File: src/rtl/blf_pkg.sv
// ----------------------------------------------------------------------------
// blf_pkg
// Shared types, constants and command structures of the balancing line
// follower controller.
// ----------------------------------------------------------------------------
package blf_pkg;

  localparam int NumRegs = 8;
  localparam int RegIdxW = 3;

  localparam logic [RegIdxW-1:0] REG_PITCH_KP = 3'd0;
  localparam logic [RegIdxW-1:0] REG_PITCH_KI = 3'd1;
  localparam logic [RegIdxW-1:0] REG_PITCH_KD = 3'd2;
  localparam logic [RegIdxW-1:0] REG_YAW_KP   = 3'd3;
  localparam logic [RegIdxW-1:0] REG_YAW_KI   = 3'd4;
  localparam logic [RegIdxW-1:0] REG_YAW_KD   = 3'd5;
  localparam logic [RegIdxW-1:0] REG_BAL_REF  = 3'd6;
  localparam logic [RegIdxW-1:0] REG_FWD_REF  = 3'd7;

  localparam logic [1:0] DIR_STOP = 2'd0;
  localparam logic [1:0] DIR_FWD  = 2'd1;
  localparam logic [1:0] DIR_BWD  = 2'd2;

  localparam logic signed [15:0] HeldRefReset = 16'sd1536;

  typedef struct packed {
    logic signed [15:0] tilt;
    logic [11:0]        line_sensor_a;
    logic [11:0]        line_sensor_b;
    logic [11:0]        line_sensor_c;
    logic [11:0]        line_sensor_d;
  } blf_in_t;

  typedef struct packed {
    logic [1:0]         motor_direction;
    logic [14:0]        left_duty;
    logic [14:0]        right_duty;
    logic signed [15:0] angle_reference;
    logic               is_balanced;
  } blf_out_t;

  typedef struct packed {
    logic [RegIdxW-1:0] index;
    logic [15:0]        data;
  } blf_cfg_t;

  // controller to datapath
  typedef struct packed {
    logic load;      // capture input item
    logic prod;      // compute pitch products
    logic pitch;     // pitch correction
    logic sense;     // sensor mapping
    logic div_start; // start position division
    logic yaw;       // yaw products
    logic finish;    // mode machine, state update, result
  } blf_cmd_t;

  typedef struct packed {
    logic div_done;
  } blf_sts_t;

endpackage

File: src/rtl/blf_ctrl.sv
// ----------------------------------------------------------------------------
// blf_ctrl
// Sequencer of one control step and the output handshake.
// ----------------------------------------------------------------------------
module blf_ctrl (
  input  logic              clk,
  input  logic              rst,
  input  logic              in_valid,
  output logic              in_ready,
  output logic              out_valid,
  input  logic              out_ready,
  output blf_pkg::blf_cmd_t cmd,
  input  blf_pkg::blf_sts_t sts
);
  import blf_pkg::*;

  typedef enum logic [7:0] {
    S_IDLE  = 8'b0000_0001,
    S_PROD  = 8'b0000_0010,
    S_PITCH = 8'b0000_0100,
    S_SENSE = 8'b0000_1000,
    S_DIV   = 8'b0001_0000,
    S_WAIT  = 8'b0010_0000,
    S_YAW   = 8'b0100_0000,
    S_FIN   = 8'b1000_0000
  } state_t;

  state_t state, state_next;
  logic   out_valid_next;

  // a new item may enter once the previous result has left or leaves now
  assign in_ready = (state == S_IDLE) && (!out_valid || out_ready);

  always_comb begin
    cmd = '0;
    state_next = state;
    out_valid_next = out_valid && !out_ready;
    case (state)
      S_IDLE: begin
        if (in_valid && in_ready) begin
          cmd.load = 1'b1;
          state_next = S_PROD;
        end
      end
      S_PROD: begin
        cmd.prod = 1'b1;
        state_next = S_PITCH;
      end
      S_PITCH: begin
        cmd.pitch = 1'b1;
        state_next = S_SENSE;
      end
      S_SENSE: begin
        cmd.sense = 1'b1;
        state_next = S_DIV;
      end
      S_DIV: begin
        cmd.div_start = 1'b1;
        state_next = S_WAIT;
      end
      S_WAIT: begin
        if (sts.div_done) state_next = S_YAW;
      end
      S_YAW: begin
        cmd.yaw = 1'b1;
        state_next = S_FIN;
      end
      S_FIN: begin
        cmd.finish = 1'b1;
        out_valid_next = 1'b1;
        state_next = S_IDLE;
      end
      default: state_next = S_IDLE;
    endcase
  end

  always_ff @(posedge clk) begin
    if (rst) begin
      state <= S_IDLE;
      out_valid <= 1'b0;
    end else begin
      state <= state_next;
      out_valid <= out_valid_next;
    end
  end

endmodule

File: config.mk
export PLATFORM = sky130hd
export DESIGN_NAME = blf_ctrl
export DESIGN_NICKNAME = d
export VERILOG_FILES = /design/src/rtl/blf_pkg.sv /design/src/rtl/blf_ctrl.sv
export SDC_FILE = /design/constraint.sdc
export NUM_CORES = 1
export LEC_CHECK = 0
export BUFFER_PORTS_ARGS = -buffer_cell sky130_fd_sc_hd__buf_4
export CAP_MARGIN = 20
export CORE_UTILIZATION = 30
export DETAILED_ROUTE_END_ITERATION = 8
export PLACE_DENSITY = 0.51
export SYNTH_ARGS = -nofsm -noshare
export SYNTH_HDL_FRONTEND = slang
export SYNTH_SLANG_ARGS = --single-unit
File: constraint.sdc
create_clock -name clk -period 2.9 [get_ports clk]
set_input_delay 0.435 -clock clk [delete_from_list [all_inputs] [get_ports clk]]
set_output_delay 0.435 -clock clk [all_outputs]
set_load 0.05 [all_outputs]
---- After elaboration in Yosys (flattened, before gate mapping) ----
Cells that the tools add are included.
word-level totals
  register bits after elaboration ......... 9
  input bits .............................. 5
  word-level logic and storage cells ...... 31
operators by class
  eq/ne operators ......................... 10
  mux-type cells .......................... 12
  reductions and logical operators ........ 7
operators by type and width
  kind                count
  $pmux 8 s7          1
  $mux 8              2
  $mux 1              9
  $eq 8x1->1 const B  1
  $eq 8x2->1 const B  1
  $eq 8x3->1 const B  1
  $eq 8x4->1 const B  1
  $eq 8x5->1 const B  1
  $eq 8x6->1 const B  1
  $eq 8x7->1 const B  1
  $eq 8x8->1 const B  1
  $logic_and 1x1->1   3
  $logic_not 1->1     2
  $ne 2x1->1 const B  1
  $ne 2x2->1 const B  1
  $reduce_and 2->1    1
  $logic_or 1x1->1    1

---- Logic depth before layout (Yosys ltp) ----
  word-level depth ........................ 6
  mapped depth ............................ 4
  mapped depth without buffers ............ 4

---- Worst setup path before layout ----
Ideal clock, no wire load.
  path type ............................... reg2out
  start point ............................. register state[5]
  end point ............................... output port cmd[6] (netlist name)
  arrival time ............................ 1,344 ps
  path slack .............................. 1,121 ps
  stages on the path, launching flop included .. 4
  cells stage by stage .................... dfxtp_1 nor4_4 and3_1 and3_1
RTL lines
  element                 RTL line        text
  from (decl)             blf_ctrl.sv:28  state_t state, state_next;
  from (signal assigned)  blf_ctrl.sv:82  state <= state_next;
  to (decl)               blf_ctrl.sv:12  output blf_pkg::blf_cmd_t cmd,

==> reports/qor.csv <==
metric;value;unit
hpwlAfterDp;796.5;um
hp-start;sts;
cts.sinks;9;
hold_buffers;0;
gr-total-overflow;0;
clk-insertion-delay-late;0.26;ns
fmax;487.0;MHz
yosysTopAreaCell;dfxtp_1;
avgRoutedWirePerCell;12.16;um
die_w;41.07;um
antenna_found_initial;0;
yosys_most_used_dff;dfxtp_1;
drt_wl_total;1.009;mm
min_path_type;input port to register;
place_area;566.8;um2
multi_input_area;244.0;um2
setup_viol;0;
ys.warnings.count;0;
p_sw;0.07952;mW
crit_required;2.47;ns
track_usage;0.1592;
vdd_drop_max;0.0002404;V
post-place-ws;1.121;ns
cp-start-kind;register;
cts_resized;0;
power_frac_comb;0.184;
reg2reg_to;state[6]$_SDFFE_PP0P_;
grt_start_max_net_pins;6;
cp.arrival;1.62;ns
drt_first_pass_iters;3;
cp-endpoint;cmd[6];
ys_ff_latch;9;
power.leakage;0.3094;nW
initial_utilization;0.3352;
cts_root_buffer;clkbuf_4;
crit_type;register to output pin;
drv_cap;0;
relSlewSlack;0.6871;
route.detailed.drc;0;
io_pins;14;
switching_share;0.2847;
fin_area;593.1;um2
final.period_utilization;0.7081;
drt_iter0_markers;9;
register_area;180.2;um2
nets;74;
synth_area;457.9;um2
dieArea;1687;um2
core;1366;um2
synth_top_area_share;0.3934;
synth_cells;52;
syn_area_per_cell;8.807;um2
reg2reg_from;state[5]$_SDFFE_PP0P_;
post_synth_num_cell_types;18;
grt_pass1_wl;1.607;mm
vias_per_cell;4.976;
rows;13;
yosysSeqAreaShare;0.3934;
reg2regPathDepth;4;
hold_viol;0;
n_antenna_cell;0;
p_per_area;471.0;nW/um2
synth_edf_count;0;
synth_common_cells;dfxtp_1 (9), nor2_1 (8), inv_1 (7), nand4b_1 (6), and3_1 (4);
worst_slack;0.8465;ns
routabilityCongestion;0.7131;
placed_cells;79;
startpoint;state[5]$_SDFFE_PP0P_;
num_vias;413;
layout.cells.non_filler;83;
p_clk_frac;0.352;
die_y;41.07;um
fin_setup_tns;0;ns
worst-slew-pin-transition;0.4655;ns
numCtsBuffers;3;
hold_slack;0.4383;ns
skew;0.01095;ns
fillers;149;
synth_area_leaders;dfxtp_1 (39%), nand4b_1 (11%), nor2_1 (6.6%);
period_needed;2.053;ns
syn2layout_area_growth;29.51;%
yosysMostFrequentCell;dfxtp_1;
rsz0062_at_grt;false;
h-tree-depth;1;
cts_setup_buffers;0;
slew_violations;0;
holdPathStages;2;
synth-async-reset-ratio;0;
outcome;finished clean;
fin_util;0.4341;
path_clk_slew;0.06;ns
seqPwrFrac;0.464;
internal_power;0.1998;mW
reg2reg_slack;1.47;ns
total_power;0.2794;mW
drive_gt1_frac;0.2794;
port_buffers;13;
cts_tree;done;
max-clock-path-buffers;2;
path_max_fanout;5;
grt_pass1_vias;384;
syn_nets;57;
worstSetupEndpointType;output pin;
ant_nets;0;
-- placed cells by master (no fill, tap or decap), types with 2 or more instances in the layout --
cell,synthesis,routed
dfxtp_1,9,9
nand3_1,2,2
nor2b_1,3,3
inv_1,7,7
nor2_1,8,8
clkbuf_4,0,3
and2_1,3,3
buf_4,1,13
and3_1,4,4
nand4b_1,6,6
-- state kept, by name, summed over array words and instances (netlist names) --
name,count
state,8
out_valid,1
-- final cells by class --
| type | count | share of cell area |
|---|---|---|
| repair buffers | 13 | 0.1646 |
| inverters | 7 | 0.04430 |
| flip-flops and latches | 9 | 0.3038 |
| well taps | 15 | 0.03165 |
| multi-input cells | 35 | 0.4114 |
| clock buffers | 4 | 0.04430 |
-- logic make-up after synthesis --
group	share of synthesized area
AO/OA/AOI/OAI	0.07106
buffers and inverters	0.07379
flip-flops	0.3934
AND/OR/NAND/NOR	0.4617
-- per-layer routing --
metal | wire (um) | up-vias | part of all wire | global-route usage
met2 | 439 | 11 | 0.44 | 0.2461
met1 | 487 | 188 | 0.48 | 0.1786
li1 | - | 212 | - | -
met3 | 68 | 2 | 0.067 | 0.06522
met4 | 14 | 0 | 0.014 | 0.1000
met5 | 0 | - | 0 | 0
-- power by group through the flow --
stage	clock network, mW	registers (mW)	logic, mW
after floorplan	0	0.132	0.0362
after global placement	0	0.132	0.0518
after detailed placement	0	0.132	0.0515
after CTS	0.101	0.130	0.0517
after global routing	0.108	0.130	0.0566
final	0.0982	0.130	0.0514
-- worst max-delay path, stage by stage (launching register included) --
cell and delay, ns:
dfxtp_1 0.34, nor4_4 0.40, and3_1 0.25, and3_1 0.18, buf_4 0.20
-- worst min path at each step --
| stage | endpoint |
|---|---|
| 6_report | state[6]$_SDFFE_PP0P_ |
| 3_3_place_gp | state[2]$_SDFFE_PP0P_ |
| 5_1_grt | out_valid$_SDFF_PP0_ |
| 4_1_cts | state[6]$_SDFFE_PP0P_ |
| 2_1_floorplan | state[4]$_SDFFE_PP0P_ |
| 3_5_place_dp | state[4]$_SDFFE_PP0P_ |
No activity file was read; power rests on OpenSTA's default activity.
